[config.mk]
export PLATFORM = sky130hd
export DESIGN_NAME = halton_radical_inverse_top_flat
export DESIGN_NICKNAME = d
export VERILOG_FILES = /design/src/sv/hri_pkg.sv /design/src/sv/hri_if.sv /design/src/sv/hri_cell.sv /design/src/sv/halton_radical_inverse_top.sv /design/src/flat_wrapper.sv
export SDC_FILE = /design/constraint.sdc
export NUM_CORES = 1
export LEC_CHECK = 0
export BUFFER_PORTS_ARGS = -buffer_cell sky130_fd_sc_hd__buf_2
export CORE_MARGIN = 4
export CORE_UTILIZATION = 45
export DETAILED_ROUTE_END_ITERATION = 10
export GPL_TIMING_DRIVEN = 0
export PLACE_DENSITY_LB_ADDON = 0.3
export RECOVER_POWER = 50
export REMOVE_ABC_BUFFERS = 1
export SLEW_MARGIN = 20
export SYNTH_ARGS = -nofsm -noshare
export SYNTH_HDL_FRONTEND = slang
export SYNTH_SLANG_ARGS = --single-unit
[constraint.sdc]
create_clock -name i_clk -period 6.7 [get_ports i_clk]
set_input_delay 1.34 -clock i_clk [delete_from_list [all_inputs] [get_ports i_clk]]
set_output_delay 1.34 -clock i_clk [all_outputs]
set_load 0.02 [all_outputs]
[src/sv/hri_pkg.sv]
package hri_pkg;

    // Fixed widths of the channel fields and the configuration register.
    localparam int SEQ_INDEX_W = 31;
    localparam int FRACTION_W  = 32;
    localparam int RADIX_W     = 5;

    // One base-b digit is held per cell; a 5-bit radix bounds the digit value.
    localparam int DIGIT_W = RADIX_W;

    // Smallest radix that forms a valid base, and the radix after reset.
    localparam int RADIX_MIN   = 2;
    localparam int RADIX_RESET = 2;

    // Default values of the top level parameters.
    localparam int INDEX_BITS_DEF = 31;
    localparam int FRAC_BITS_DEF  = 32;

    // One doubling step travelling along the cell row: a step strobe and the
    // carry that the sending cell produced in that step.
    typedef struct packed {
        logic en;
        logic carry;
    } t_wave;

endpackage

[src/sv/hri_if.sv]
interface hri_in_if
    import hri_pkg::*;
();
    logic                   valid;
    logic                   ready;
    logic [SEQ_INDEX_W-1:0] seq_index;

    modport source (output valid, output seq_index, input ready);
    modport sink   (input valid, input seq_index, output ready);
endinterface

interface hri_out_if
    import hri_pkg::*;
();
    logic                  valid;
    logic                  ready;
    logic [FRACTION_W-1:0] fraction;

    modport source (output valid, output fraction, input ready);
    modport sink   (input valid, input fraction, output ready);
endinterface

[src/sv/hri_cell.sv]
// One base-b digit of the row. A step doubles the digit and adds the carry of
// the neighbor; a sum at or above the radix wraps and carries on. Steps come
// from the lower neighbor while the index is converted and from the upper
// neighbor while the fraction bits are drawn out.
module hri_cell
    import hri_pkg::*;
(
    input  logic               i_clk,
    input  logic               i_rst_n,
    input  logic               i_clr,
    input  logic [RADIX_W-1:0] i_radix,
    input  t_wave              i_up,
    input  t_wave              i_dn,
    output t_wave              o_up,
    output t_wave              o_dn
);

    logic [DIGIT_W-1:0] r_digit, n_digit;
    t_wave              r_up, n_up;
    t_wave              r_dn, n_dn;
    logic               w_carry_in;
    logic [DIGIT_W:0]   w_sum;
    logic [DIGIT_W:0]   w_wrap;
    logic               w_ge;

    assign w_carry_in = i_up.en ? i_up.carry : i_dn.carry;
    assign w_sum      = {r_digit, w_carry_in};
    assign w_ge       = (w_sum >= {1'b0, i_radix});
    assign w_wrap     = w_sum - {1'b0, i_radix};

    always_comb begin
        n_digit  = r_digit;
        n_up.en  = i_up.en & ~i_clr;
        n_up.carry = w_ge;
        n_dn.en  = i_dn.en & ~i_clr;
        n_dn.carry = w_ge;
        if (i_clr) begin
            n_digit = '0;
        end else if (i_up.en || i_dn.en) begin
            n_digit = w_ge ? w_wrap[DIGIT_W-1:0] : w_sum[DIGIT_W-1:0];
        end
    end

    always_ff @(posedge i_clk) begin
        r_digit <= n_digit;
        if (!i_rst_n) begin
            r_up <= '0;
            r_dn <= '0;
        end else begin
            r_up <= n_up;
            r_dn <= n_dn;
        end
    end

    assign o_up = r_up;
    assign o_dn = r_dn;

endmodule

[src/sv/halton_radical_inverse_top.sv]
// Halton radical inverse: each transfer on i_item carries a sequence index, and
// one transfer on o_result returns its radical inverse in the base held in the
// radix register, as an exact truncated Q0.32 fraction. An index of zero, or a
// radix of zero or one, gives zero. The work runs on a row of INDEX_BITS digit
// cells. First the index bits are shifted in, most significant first, as a
// doubling wave that walks up the row and leaves the index written in base b,
// least significant digit in cell 0. Read from cell 0 upward, those digits are
// exactly the mirrored fraction 0.d0 d1 d2 ... in base b, so a second doubling
// wave walking down the row pushes one fraction bit per step out of cell 0.
// One item is in work at a time. The time from its transfer to the point
// where its result is ready for o_result is set by the two passes of the wave
// over the cell row and the FRAC_BITS fraction steps; the radix does not
// change it. The next index is taken as soon as the result sits in the output
// register, even while it waits there. The radix register may be written
// only while no item is in work.
module halton_radical_inverse_top
    import hri_pkg::*;
#(
    parameter int INDEX_BITS = INDEX_BITS_DEF,
    parameter int FRAC_BITS  = FRAC_BITS_DEF
) (
    input  logic               i_clk,
    input  logic               i_rst_n,
    input  logic               i_cfg_we,
    input  logic [RADIX_W-1:0] i_cfg_wdata,
    hri_in_if.sink             i_item,
    hri_out_if.source          o_result
);

    // Counters hold any step count of either pass.
    localparam int CNT_MAX = (INDEX_BITS > FRAC_BITS) ? INDEX_BITS : FRAC_BITS;
    localparam int CNT_W   = $clog2(CNT_MAX + 1);

    // Sequencer codes.
    localparam logic [2:0] S_IDLE  = 3'd0;
    localparam logic [2:0] S_CONV  = 3'd1;
    localparam logic [2:0] S_WAIT  = 3'd2;
    localparam logic [2:0] S_FRAC  = 3'd3;
    localparam logic [2:0] S_DRAIN = 3'd4;
    localparam logic [2:0] S_DONE  = 3'd5;

    logic [2:0]            r_state, n_state;
    logic [CNT_W-1:0]      r_cnt, n_cnt;
    logic [CNT_W-1:0]      r_got, n_got;
    logic [INDEX_BITS-1:0] r_idx, n_idx;
    logic [FRAC_BITS-1:0]  r_q, n_q;
    logic [RADIX_W-1:0]    r_radix;
    logic                  r_out_valid, n_out_valid;
    logic [FRACTION_W-1:0] r_fraction, n_fraction;

    logic                  w_accept;
    logic                  w_load_out;
    logic [63:0]           w_idx_wide;
    logic [63:0]           w_q_wide;

    // Wave taps between the cells: w_up[i] feeds cell i from below, w_dn[i+1]
    // feeds cell i from above. The controller drives the two row ends.
    t_wave                 w_up [INDEX_BITS+1];
    t_wave                 w_dn [INDEX_BITS+1];

    assign w_accept   = i_item.valid && i_item.ready;
    assign w_idx_wide = 64'(i_item.seq_index);
    assign w_q_wide   = 64'(r_q);

    // A new index is taken only when the row is free.
    assign i_item.ready = (r_state == S_IDLE);

    // The result moves to the output register once that register is free or
    // is being emptied in the same cycle.
    assign w_load_out = (r_state == S_DONE) && (!r_out_valid || o_result.ready);

    // Conversion wave: one index bit per cycle enters cell 0, highest bit first.
    assign w_up[0].en    = (r_state == S_CONV);
    assign w_up[0].carry = r_idx[INDEX_BITS-1];

    // Fraction wave: the top cell is doubled with a zero carry once per step.
    assign w_dn[INDEX_BITS].en    = (r_state == S_FRAC);
    assign w_dn[INDEX_BITS].carry = 1'b0;

    for (genvar g = 0; g < INDEX_BITS; g++) begin : g_cell
        hri_cell u_cell (
            .i_clk   (i_clk),
            .i_rst_n (i_rst_n),
            .i_clr   (w_accept),
            .i_radix (r_radix),
            .i_up    (w_up[g]),
            .i_dn    (w_dn[g+1]),
            .o_up    (w_up[g+1]),
            .o_dn    (w_dn[g])
        );
    end

    always_comb begin
        n_state     = r_state;
        n_cnt       = r_cnt;
        n_got       = r_got;
        n_idx       = r_idx;
        n_q         = r_q;
        n_out_valid = r_out_valid;
        n_fraction  = r_fraction;

        // Each carry leaving cell 0 in the fraction wave is the next bit of
        // the quotient, most significant first.
        if (w_dn[0].en) begin
            n_q   = {r_q[FRAC_BITS-2:0], w_dn[0].carry};
            n_got = r_got + CNT_W'(1);
        end

        if (o_result.ready) begin
            n_out_valid = 1'b0;
        end

        unique case (r_state)
            S_IDLE: begin
                if (w_accept) begin
                    n_idx   = w_idx_wide[INDEX_BITS-1:0];
                    n_cnt   = '0;
                    n_got   = '0;
                    n_state = S_CONV;
                end
            end
            S_CONV: begin
                n_idx = {r_idx[INDEX_BITS-2:0], 1'b0};
                n_cnt = r_cnt + CNT_W'(1);
                if (r_cnt == CNT_W'(INDEX_BITS - 1)) begin
                    n_cnt   = '0;
                    n_state = S_WAIT;
                end
            end
            S_WAIT: begin
                // Let the last conversion step reach the top cell.
                n_cnt = r_cnt + CNT_W'(1);
                if (r_cnt == CNT_W'(INDEX_BITS - 2)) begin
                    n_cnt   = '0;
                    n_state = S_FRAC;
                end
            end
            S_FRAC: begin
                n_cnt = r_cnt + CNT_W'(1);
                if (r_cnt == CNT_W'(FRAC_BITS - 1)) begin
                    n_cnt   = '0;
                    n_state = S_DRAIN;
                end
            end
            S_DRAIN: begin
                if (r_got == CNT_W'(FRAC_BITS)) begin
                    n_state = S_DONE;
                end
            end
            S_DONE: begin
                if (w_load_out) begin
                    n_out_valid = 1'b1;
                    n_fraction  = (r_radix < RADIX_W'(RADIX_MIN)) ? '0
                                                                 : w_q_wide[FRACTION_W-1:0];
                    n_state     = S_IDLE;
                end
            end
            default: begin
                n_state = S_IDLE;
            end
        endcase
    end

    always_ff @(posedge i_clk) begin
        r_idx      <= n_idx;
        r_q        <= n_q;
        r_fraction <= n_fraction;
        if (!i_rst_n) begin
            r_state     <= S_IDLE;
            r_cnt       <= '0;
            r_got       <= '0;
            r_out_valid <= 1'b0;
            r_radix     <= RADIX_W'(RADIX_RESET);
        end else begin
            r_state     <= n_state;
            r_cnt       <= n_cnt;
            r_got       <= n_got;
            r_out_valid <= n_out_valid;
            if (i_cfg_we) begin
                r_radix <= i_cfg_wdata;
            end
        end
    end

    assign o_result.valid    = r_out_valid;
    assign o_result.fraction = r_fraction;

`ifndef SYNTHESIS
    // In a valid base the index always fits in the digit row, so the top cell
    // never carries out. Radices zero and one leave the row meaningless.
    a_no_row_overflow: assert property (@(posedge i_clk) disable iff (!i_rst_n)
        (w_up[INDEX_BITS].en && (r_radix >= RADIX_W'(RADIX_MIN)))
            |-> !w_up[INDEX_BITS].carry)
        else $error("digit row overflowed during index conversion");

    // The fraction wave must not reach the top cell before the conversion wave
    // has left it.
    a_waves_apart: assert property (@(posedge i_clk) disable iff (!i_rst_n)
        !(w_up[INDEX_BITS-1].en && w_dn[INDEX_BITS].en))
        else $error("conversion and fraction waves met in the top cell");

    // No quotient bit may leave the row while no item is in work.
    a_no_stray_bits: assert property (@(posedge i_clk) disable iff (!i_rst_n)
        (r_state == S_IDLE) |-> !w_dn[0].en)
        else $error("quotient bit emitted while idle");

    // A base below two always gives a zero result.
    a_bad_radix_zero: assert property (@(posedge i_clk) disable iff (!i_rst_n)
        (w_load_out && (r_radix < RADIX_W'(RADIX_MIN))) |=> (o_result.fraction == '0))
        else $error("nonzero result for a radix below two");

    // Every quotient bit is collected before the result is offered.
    a_all_bits: assert property (@(posedge i_clk) disable iff (!i_rst_n)
        w_load_out |-> (r_got == CNT_W'(FRAC_BITS)))
        else $error("result loaded before all quotient bits arrived");
`endif

endmodule
[src/flat_wrapper.sv]
// flat-port wrapper written by rule: the top's interface ports become plain ports
module halton_radical_inverse_top_flat import hri_pkg::*;
#(
    parameter int INDEX_BITS = INDEX_BITS_DEF,
    parameter int FRAC_BITS  = FRAC_BITS_DEF
)
  (i_clk, i_rst_n, i_cfg_we, i_cfg_wdata, i_item_valid, i_item_seq_index, i_item_ready, o_result_valid, o_result_fraction, o_result_ready);
  hri_in_if i_item_i ();
  hri_out_if o_result_i ();
  input  logic i_clk;
  input  logic i_rst_n;
  input  logic i_cfg_we;
  input  logic [RADIX_W-1:0] i_cfg_wdata;
  input wire logic [$bits(i_item_i.valid)-1:0] i_item_valid;
  input wire logic [$bits(i_item_i.seq_index)-1:0] i_item_seq_index;
  output wire logic [$bits(i_item_i.ready)-1:0] i_item_ready;
  output wire logic [$bits(o_result_i.valid)-1:0] o_result_valid;
  output wire logic [$bits(o_result_i.fraction)-1:0] o_result_fraction;
  input wire logic [$bits(o_result_i.ready)-1:0] o_result_ready;
  assign i_item_i.valid = i_item_valid;
  assign i_item_i.seq_index = i_item_seq_index;
  assign i_item_ready = i_item_i.ready;
  assign o_result_valid = o_result_i.valid;
  assign o_result_fraction = o_result_i.fraction;
  assign o_result_i.ready = o_result_ready;
  halton_radical_inverse_top #(.INDEX_BITS(INDEX_BITS), .FRAC_BITS(FRAC_BITS)) u_core (.i_clk(i_clk), .i_rst_n(i_rst_n), .i_cfg_we(i_cfg_we), .i_cfg_wdata(i_cfg_wdata), .i_item(i_item_i), .o_result(o_result_i));
endmodule
=== Word level (Yosys, flattened, before mapping) ===
Cells that the tools add are included.

* Div/mod/pow operators: 0
* Order comparisons: 32
* Multiplexer cells: 82
* Bitwise operators: 62
* Eq/ne operators: 15
* Shifts and indexed selects: 0
* Reduce and logical (&&, ||, !) cells: 42
* Add/subtract/negate cells: 33
* Multipliers: 0

{| class="wikitable"
|+ Operators with widths
! kind !! number
|-
| $ge A6 B5 Y1 || 31
|-
| $mux W5 || 31
|-
| $sub A5 B5 Y5 || 31
|-
| $pmux W31 S2 || 1
|-
| $and A1 B1 Y1 || 61
|-
| $mux W6 || 7
|-
| $mux W1 || 34
|-
| $logic_or A1 B1 Y1 || 32
|-
| $mux W31 || 1
|-
| $pmux W6 S4 || 1
|-
| $eq A6 B5 Y1 const B || 3
|-
| $mux W3 || 6
|-
| $pmux W3 S6 || 1
|-
| $add A6 B1 Y6 const B || 2
|-
| $ne A2 B1 Y1 const B || 5
|-
| $eq A3 B2 Y1 const B || 2
|-
| $eq A3 B3 Y1 const B || 2
|-
| $eq A6 B6 Y1 const B || 1
|-
| $reduce_and A2 Y1 || 3
|-
| $reduce_and A6 Y1 || 1
|-
| $lt A5 B2 Y1 const B || 1
|-
| $reduce_bool A4 Y1 || 1
|-
| $eq A3 B1 Y1 const B || 1
|-
| $logic_not A3 Y1 || 1
|-
| other kinds (5) || 6
|}

* Memories: 0
* Register bits after elaboration: 363
* Latch bits: 0
* Bits in writable memories: 0
* Memory bits (read-only): 0
* Word-level logic and storage cells: 397

=== Longest topological paths before layout ===
Gate-level depths: netlist of run 1.

* Depth in word-level cells: 5
* Depth in mapped cells: 12
* Depth with buffers taken out: 10

=== Hierarchy ===
From an unflattened synthesis of run 1, not the netlist that was laid out.

* Cells, all modules: 2,121
* Area total of the unflattened synthesis: 21,588.2 sq um

{| class="wikitable"
|+ By module, submodules not included
! module !! area each (sq um) !! instances !! cells an instance
|-
| hri_cell (u_core.g_cell[15].u_cell ...) || 551.8 || 22 || 59
|-
| hri_cell (u_core.g_cell[0].u_cell ...) || 545.5 || 9 || 59
|-
| halton_radical_inverse_top || 4,539.4 || 1 || 292
|}

=== Worst setup path after synthesis of run 1 ===
OpenSTA, ideal clock, no wires.

* Path kind: reg-to-reg
* From: register u_core.r_radix[1]
* To: register u_core.g_cell[0].u_cell.r_digit[0]
* Data arrival time: 3.250 ns
* Setup time: 0.062 ns
* Path slack: 3.388 ns
* Clock period less this slack: 3.312 ns
* Stages on the path, launching flop included: 9
* Data required time: 6.638 ns
* Cells stage by stage: dfxtp_1 > inv_1 > ha_1 > a21oi_1 > o21ai_1 > a211o_1 > buf_2 > or4_1 > nand3_1

* Longest elaborated chain between the ends: 2

{| class="wikitable"
|+ Ends and longest elaborated chain
! what !! line !! text
|-
| start: declaration || halton_radical_inverse_top.sv:47 || <nowiki>logic [RADIX_W-1:0] r_radix;</nowiki>
|-
| start signal: assignment || halton_radical_inverse_top.sv:173 || <nowiki>r_radix <= RADIX_W'(RADIX_RESET);</nowiki>
|-
| start signal: assignment || halton_radical_inverse_top.sv:180 || <nowiki>r_radix <= i_cfg_wdata;</nowiki>
|-
| $ge A6 B5 Y1 || hri_cell.sv:28 || <nowiki>assign w_ge = (w_sum >= {1'b0, i_radix});</nowiki>
|-
| $mux W5 || hri_cell.sv:40 || <nowiki>n_digit = w_ge ? w_wrap[DIGIT_W-1:0] : w_sum[DIGIT_W-1:0];</nowiki>
|-
| end signal: assignment || hri_cell.sv:45 || <nowiki>r_digit <= n_digit;</nowiki>
|-
| end: declaration || hri_cell.sv:18 || <nowiki>logic [DIGIT_W-1:0] r_digit, n_digit;</nowiki>
|}

No other way between the ends.
A chain may end at the register's enable or synchronous reset.

==> summary.txt, run 1 <==
STA
  • Final setup violation count: 0
  • Clk_skew: 0.0133 ns
  • Final Cycle Share: 70.1%
  • Setup ws final: 2.00 ns
  • Fmax: 213 MHz
  • Slew headroom: -60.9%
  • Hold Slack: ~0.44 ns
  • RSZ-0062 raised after global routing: no
  • Post-layout min period: ~4.7 ns
  • Max-slew violations: 151
  • Worst-Margin Slew: 2.41 ns
  • Fin. Hold Viols: 0

Clock network
  • Post-cts sizing count: 0
  • Clock transition at the registers of the reported paths: 0.06 ns
  • Clock Sinks: about 360
  • H-tree depth: 2
  • Bufs on Longest Clock Path: 3
  • Clk_lat worst skew: 0.54 ns
  • Cts hold-fix bufs: 0
  • Post-CTS setup buffers: 0
  • Root Driver: clkbuf_16
  • TritonCTS clock tree: done
  • Cts bufs inserted: 41

Synthesis
  • Yosys reg bits: 363
  • Syn. warnings: 0
  • Ys flop type: dfxtp_1
  • Post-synth EDFFs: 95
  • Synthesized area: about 20,000 µm²
  • Post-synth ARST share: 0%
  • Distinct cells, synth: 71
  • Cell count after synthesis: 1,984
  • Sequential-to-total area share from yosys stat: just over 40%
  • Synth Area per Inst: 10.1 µm²

Setup path
  • Crit end category: register
  • Crit Path Class: in -> reg
  • Crit path DAT: 5.15 ns
  • Critical Path Slowest Stage Cell: clkbuf_1
  • Worst path max stage delay: roughly 1.8 ns
  • R2R Setup Slk: between 2 and 2.5 ns
  • Crit start category: input pin
  • CP required: 7.16 ns
  • Ordered list of cells on the worst path: clkbuf_1 > clkbuf_1 > nand2_1 > nor2_1
  • R2R depth: 11
  • Crit-path max FO: 63
  • Reg-to-reg endpoint: u_core.g_cell[0].u_cell.r_digit[0]$_SDFFE_PP0P_
  • Critical path's top delay family: buffers and inverters
  • Crit path buffers/inverters: 2
  • Worst setup path start: i_rst_n
  • Crit path to: u_core.r_got[1]$_SDFF_PN0_
  • Crit-path most repeated cell: clkbuf_1
  • Levels on crit path: 4
  • Reg-to-Reg Start: u_core.r_state[2]$_SDFFE_PN0P_

Placed design
  • Placed instance count: 2,576
  • Post-DP HPWL: between 20 and 30 mm
  • Port bufs: 74
  • Routability congestion estimate: 0.835
  • Pre-CTS setup slack: ~3.0 ns

Global route
  • Antenna violations before repair: 0
  • First-pass GRT wire length: 71.0 mm
  • Vias in the first global route: roughly 15,000
  • Pin count of the biggest net entering global routing: 64
  • Global-route usage over all layers: between 10% and 20%
  • Total grt overflow: 0

Route
  • DRT antenna net count: 0
  • Routed len/inst: 15.8 µm
  • Avg Vias per Cell: around 5.6
  • DRC: 0
  • Routed WL: 41.8 mm
  • DR pass1 iterations: 5
  • First DRT Iteration DRCs: roughly 590
  • Vias: between 10,000 and 15,000

Final layout
  • Layout Cells excl Fill: 2,651
  • Final Util: between 50% and 60%
  • Most frequent cells in the layout: dfxtp_1 (267), ha_1 (160), a21oi_1 (131), mux2i_1 (125), nor2_1 (118)
  • Footprint of the multi-input gates: 11,300 µm²
  • Sequential Area: 8220 µm²
  • Fillcell total: between 4,000 and 5,000
  • N_diodes: 0
  • P&R area growth vs syn: 11.5%
  • Share of cells above drive strength 1: 11.7%
  • Nets: 2,259
  • Commonest non-fill, non-tap cell in the layout: dfxtp_1

Die
  • Chip width: around 220 µm
  • Top-Level Pins: 75
  • Die area: 47,900 µm²
  • Initial Util: between 40 and 50%
  • Core Area: roughly 44,000 µm²
  • Rows: 77
  • Die height: 219 µm

Min path
  • Worst hold-check path type: reg -> reg
  • Number of cells on the worst hold path: 0

Run status
  • Violated checks: capacitance limit, slew limit
  • Status: complete, but fails checks

Power
  • Largest vdd supply drop: 0.278 mV
  • Total Power: 6.68 mW
  • PwrDens: ~300 nW/µm²
  • Leak: ~9 nW

Flow run
  • MaxCap Viol Count: 3
[stage by stage]
stage | area, µm² | TNS [ns]
floorplan | 19600 | 0
detailed placement | 21100 | 0
global route | 22300 | 0
finish | 22300 | 0
CTS | 22400 | 0
global placement | 20700 | -132.84
[cell usage after synthesis, drive strengths merged (40+ instances only)]
cell type / count / share of area, %
clkbuf: 52 / 0.97
buf: 40 / 0.98
nor2b: 76 / 2.4
xor2: 52 / 2.3
mux2i: 125 / 6.2
nand3: 110 / 2.7
nand2: 102 / 1.9
ha: 160 / 10
a21oi: 132 / 3.3
edfxtp: 95 / 14
inv: 48 / 0.90
a211oi: 60 / 3.1
dfxtp: 268 / 27
nor2: 118 / 2.2
and3: 66 / 2.1
o21ai: 83 / 2.1
[cell type report]
class	count	share of cell area (%)
Timing Repair Buffer	92	2.76
Sequential cell	363	36.8
Inverter	48	0.818
Clock buffer	52	4.91
Multi-Input combinational cell	1481	50.4
Tap cell	592	3.32
Clock inverter	23	1.04
[worst register-to-register path, stage by stage (launching register included)]
cell	delay [ns]
dfxtp_1	0.53
nor3b_1	1.19
clkbuf_1	0.42
mux2i_1	0.29
ha_1	0.19
inv_1	0.06
fa_1	0.47
a21oi_1	0.14
o21ai_1	0.08
a211o_1	0.42
or4_1	0.43
nand3_1	0.09
[per-layer routing]
metal | track usage [%] | vias up | routed length, µm
li1 | - | 7409 | -
met1 | 23.2 | 7133 | 19500
met2 | 29.6 | 205 | 20300
met3 | 2.41 | 63 | 1260
met4 | 5.10 | 0 | 829
met5 | 0 | - | 0
[power breakdown]
group          internal (mW)  total, mW  switching [mW]
sequential              2.50       2.63           0.125
clock                   1.32       2.21           0.895
combinational          0.746       1.84            1.09
total                   4.57       6.68            2.11
[flip-flops by register name, summed over array words and instances, names as in the netlist]
register,count
u_core.g_cell.u_cell.o_dn,57
u_core.g_cell.u_cell.o_up,35
u_core.g_cell.u_cell.r_digit,155
u_core.o_result.fraction,32
u_core.o_result.valid,1
u_core.r_cnt,6
u_core.r_got,6
u_core.r_idx,31
u_core.r_q,32
u_core.r_radix,5
u_core.r_state,3
[cell families after synthesis]
logic type | after synthesis | synth area share [%]
buffers and inverters | 140 | 2.85
multiplexers | 156 | 7.99
AND/OR/NAND/NOR | 690 | 19.0
AO/OA/AOI/OAI | 362 | 12.5
adder cells (fa/ha/maj) | 191 | 13.1
flip-flops | 363 | 41.0
XOR/XNOR | 82 | 3.59
[worst min-delay path by stage]
stage / to / start / slack (ns)
6_report: u_core.r_q[31]$_DFFE_PP_ / u_core.r_q[30]$_DFFE_PP_ / 0.44
5_1_grt: u_core.r_q[26]$_DFFE_PP_ / u_core.r_q[25]$_DFFE_PP_ / 0.45
3_5_place_dp: u_core.r_q[11]$_DFFE_PP_ / u_core.r_q[10]$_DFFE_PP_ / 0.43
3_3_place_gp: u_core.r_q[3]$_DFFE_PP_ / u_core.r_q[2]$_DFFE_PP_ / 0.42
2_1_floorplan: u_core.r_q[0]$_DFFE_PP_ / u_core.g_cell[0].u_cell.o_dn[0]$_SDFF_PN0_ / 0.41
4_1_cts: u_core.r_q[11]$_DFFE_PP_ / u_core.r_q[10]$_DFFE_PP_ / 0.44
No activity file was read; power rests on OpenSTA's default activity.
==> run 2, diff against run 1 <==
--- a/config.mk
+++ b/config.mk
@@ -5,6 +5,7 @@
 export SDC_FILE = /design/constraint.sdc
 export NUM_CORES = 1
 export LEC_CHECK = 0
+export ABC_AREA = 1
 export BUFFER_PORTS_ARGS = -buffer_cell sky130_fd_sc_hd__buf_2
 export CORE_MARGIN = 4
 export CORE_UTILIZATION = 45
==> constraint.sdc (replaced) <==
create_clock -name i_clk -period 4.95 [get_ports i_clk]
set_input_delay 0.99 -clock i_clk [delete_from_list [all_inputs] [get_ports i_clk]]
set_output_delay 0.99 -clock i_clk [all_outputs]
set_load 0.02 [all_outputs]
==> run 2 against run 1 <==
  * The flow still finishes with violations (capacitance limit, slew limit)
  * Clock power is 39% higher
  * First-iteration DRC count increased by 48%
  * Via count grew 22%
  * Sequential share of layout area decreased by 2.3 points
  * Critical path type is now reg -> reg
  * Highest routed layer unchanged
==> summary.txt, run 2 <==
Setup path
  • Critical Path Slowest Stage Cell: nand2_1
  • Crit path DAT: 3.95 ns
  • Ordered list of cells on the worst path: nor2_1 > inv_2 > nor2_1 > nand2_8 > buf_16 > nand2_1 > nor2_1
  • Critical path's top delay family: simple AND/OR/NAND/NOR gates
  • R2R Setup Slk: 1.35 ns
  • Levels on crit path: 7
  • Worst setup path start: u_core.r_state[0]$_SDFFE_PN0P_
  • Crit-path most repeated cell: nor2_1
  • Crit Path Class: reg -> reg
  • Reg-to-Reg Start: u_core.r_state[0]$_SDFFE_PN0P_
  • Crit path to: u_core.r_got[4]$_SDFF_PN0_
  • CP required: 5.31 ns
  • Crit end category: register
  • Crit path buffers/inverters: 2
  • Worst path max stage delay: 1.73 ns
  • Crit-path max FO: around 110
  • Reg-to-reg endpoint: u_core.r_got[4]$_SDFF_PN0_
  • Crit start category: register
  • R2R depth: 7

STA
  • Max-slew violations: 123
  • Clk_skew: between 0.02 and 0.03 ns
  • Final setup violation count: 0
  • Fin. Hold Viols: 0
  • Final Cycle Share: 72.6%
  • Setup ws final: 1.35 ns
  • Sum Neg Setup Slack: 0 ns
  • RSZ-0062 raised after global routing: no
  • Fmax: approximately 280 MHz
  • Post-layout min period: around 3.6 ns
  • Worst-Margin Slew: roughly 2.3 ns
  • Slew headroom: -56.4%

Die
  • Initial Util: 45.8%
  • Rows: 79
  • Core Area: 46,800 µm²
  • Top-Level Pins: 75
  • Chip width: between 200 and 250 µm
  • Die area: just over 50,000 µm²
  • Die height: 226 µm

Route
  • Routed WL: 45.5 mm
  • M1 WL: ~21 mm
  • Highest routing layer actually used: met4
  • Routed met2 length: 21.9 mm
  • Vias: ~18,000
  • Avg Vias per Cell: 4.92
  • WL met3: 1.61 mm
  • First DRT Iteration DRCs: 866
  • DR pass1 iterations: 5
  • Routed len/inst: 12.4 µm
  • DRT antenna net count: 0
  • DRC: 0

Synthesis
  • Syn. warnings: 0
  • Distinct cells, synth: 37
  • Yosys reg bits: around 360
  • Ys flop type: dfxtp_1
  • Post-synth EDFFs: 95
  • Cell count after synthesis: approximately 2,900
  • Biggest area consumer among synthesized cells: dfxtp_1
  • Synth Area per Inst: 7.29 µm²
  • Synthesized area: 21,400 µm²
  • Synth area leaders: dfxtp_1 (25%), nand2_1 (14%), edfxtp_1 (13%)
  • Top-count cell post-synth: nand2_1
  • Post-synth ARST share: 0%
  • Yosys top cell area share: 25.1%
  • Sequential-to-total area share from yosys stat: 38.4%
  • Synth cell count leaders: nand2_1 (822), inv_1 (563), dfxtp_1 (268)

Clock network
  • Post-CTS setup buffers: 0
  • Root Driver: clkbuf_16
  • Post-cts sizing count: 0
  • Cts bufs inserted: 42
  • TritonCTS clock tree: done
  • Clk_lat worst skew: 0.58 ns
  • Clock Sinks: 363
  • Bufs on Longest Clock Path: 3
  • Clock transition at the registers of the reported paths: 0.06 ns
  • Cts hold-fix bufs: 0
  • H-tree depth: 2

Final layout
  • N_diodes: 0
  • Share of cells above drive strength 1: under 10%
  • Largest Register: u_core.g_cell.u_cell.r_digit
  • Nets: 3,259
  • Max FFs per register: 155
  • Fillcell total: 4,442
  • Most frequent cells in the layout: nand2_1 (822), inv_1 (563), dfxtp_1 (268), nor2_1 (256), nand3_1 (176)
  • Commonest non-fill, non-tap cell in the layout: nand2_1
  • P&R area growth vs syn: 11.3%
  • Layout Cells excl Fill: 3,667

Run status
  • Status: complete, but fails checks
  • Violated checks: capacitance limit, slew limit

Global route
  • Vias in the first global route: 17,100
  • Total grt overflow: 0
  • Global-route usage over all layers: 17.4%
  • First-pass GRT wire length: 76.6 mm
  • Pin count of the biggest net entering global routing: about 110
  • Antenna violations before repair: 0

Power
  • Largest vdd supply drop: 0.242 mV
  • PwrDens: 393 nW/µm²
  • Leak: 12.3 nW

Placed design
  • Post-DP HPWL: 31.2 mm
  • Placed instance count: 3,590
  • Routability congestion estimate: 0.808
  • Port bufs: 74
  • Pre-CTS setup slack: approximately 2.2 ns

Flow run
  • MaxCap Viol Count: 3

Min path
  • Worst hold-check path type: reg -> reg
## run 2: changes by cell type after synthesis, moves of 31 or more
cell / change
nor2b_1: -75
nor2_1: +136
inv_1: +515
o21ai_0: +88
a211oi_1: -45
nand2_1: +720
and3_1: -66
mux2_2: -31
clkbuf_1: -39
nand3b_1: +32
nand3_1: +66
mux2i_1: -109
nand4_1: -33
## run 2: power by group
| part | internal, mW | switching (mW) | leakage (nW) | total [mW] |
|---|---|---|---|---|
| Clock | 1.79 | 1.28 | 0.666 | 3.07 |
| Sequential | 3.44 | 0.188 | 3.05 | 3.63 |
| Combinational | 0.891 | 1.77 | 8.57 | 2.66 |
## run 2: metal layers
metal  global-route usage, %  vias up
met4                    6.38        0
met5                       0        -
met2                    30.5      269
met1                    21.9     8299
met3                    2.61       87
li1                        -     9400
## run 2: how the worst min path moves through the flow
| stage | startpoint | endpoint | slack [ns] | depth (start not counted) |
|---|---|---|---|---|
| final | u_core.g_cell[7].u_cell.o_dn[1]$_SDFF_PN0_ | u_core.g_cell[6].u_cell.o_dn[1]$_SDFF_PN0_ | 0.43 | 2 |
| after global routing | u_core.g_cell[28].u_cell.o_dn[1]$_SDFF_PN0_ | u_core.g_cell[27].u_cell.o_dn[1]$_SDFF_PN0_ | 0.45 | 2 |
| after CTS | u_core.g_cell[7].u_cell.o_dn[1]$_SDFF_PN0_ | u_core.g_cell[6].u_cell.o_dn[1]$_SDFF_PN0_ | 0.43 | 2 |
| after detailed placement | u_core.g_cell[7].u_cell.o_dn[1]$_SDFF_PN0_ | u_core.g_cell[6].u_cell.o_dn[1]$_SDFF_PN0_ | 0.42 | 2 |
| after global placement | u_core.g_cell[25].u_cell.o_dn[1]$_SDFF_PN0_ | u_core.g_cell[24].u_cell.o_dn[1]$_SDFF_PN0_ | 0.42 | 2 |
| after floorplan | u_core.g_cell[0].u_cell.o_dn[0]$_SDFF_PN0_ | u_core.r_q[0]$_DFFE_PP_ | 0.40 | 0 |
## run 2: metrics by stage
step | cell area [µm²] | utilization [%] | hold WS [ns] | power [mW]
final | 23800 | 50.9 | 0.425 | 9.37
after global routing | 23800 | 50.9 | 0.448 | 10.0
after CTS | 24000 | 51.2 | 0.426 | 9.49
after detailed placement | 22600 | 48.3 | 0.417 | 6.38
after global placement | 22300 | 47.7 | 0.417 | 6.19
after floorplan | 21200 | - | 0.403 | 5.63
## run 2: area by class of cell
type	count	area (µm²)	share of cell area, %
Timing Repair Buffer	87	522	2.19
Clock buffer	51	1120	4.72
Clock inverter	26	256	1.08
Tap cell	607	759	3.19
Inverter	566	2130	8.93
Multi-Input combinational cell	1967	10800	45.4
Sequential cell	363	8220	34.5
## run 2: cell families after synthesis
family | synth area share, %
AO/OA/AOI/OAI | 8.90
XOR/XNOR | 2.25
adder cells (fa/ha/maj) | 12.3
buffers and inverters | 11.1
flip-flops | 38.4
multiplexers | 0.749
AND/OR/NAND/NOR | 26.4
## run 2: tightest hold or removal path, delay by kind of cell (launching register included)
kind                   cells  cell delay [ns]
buffers and inverters      1             0.04
DFF                        1             0.31
and+or+nand+nor            1             0.03
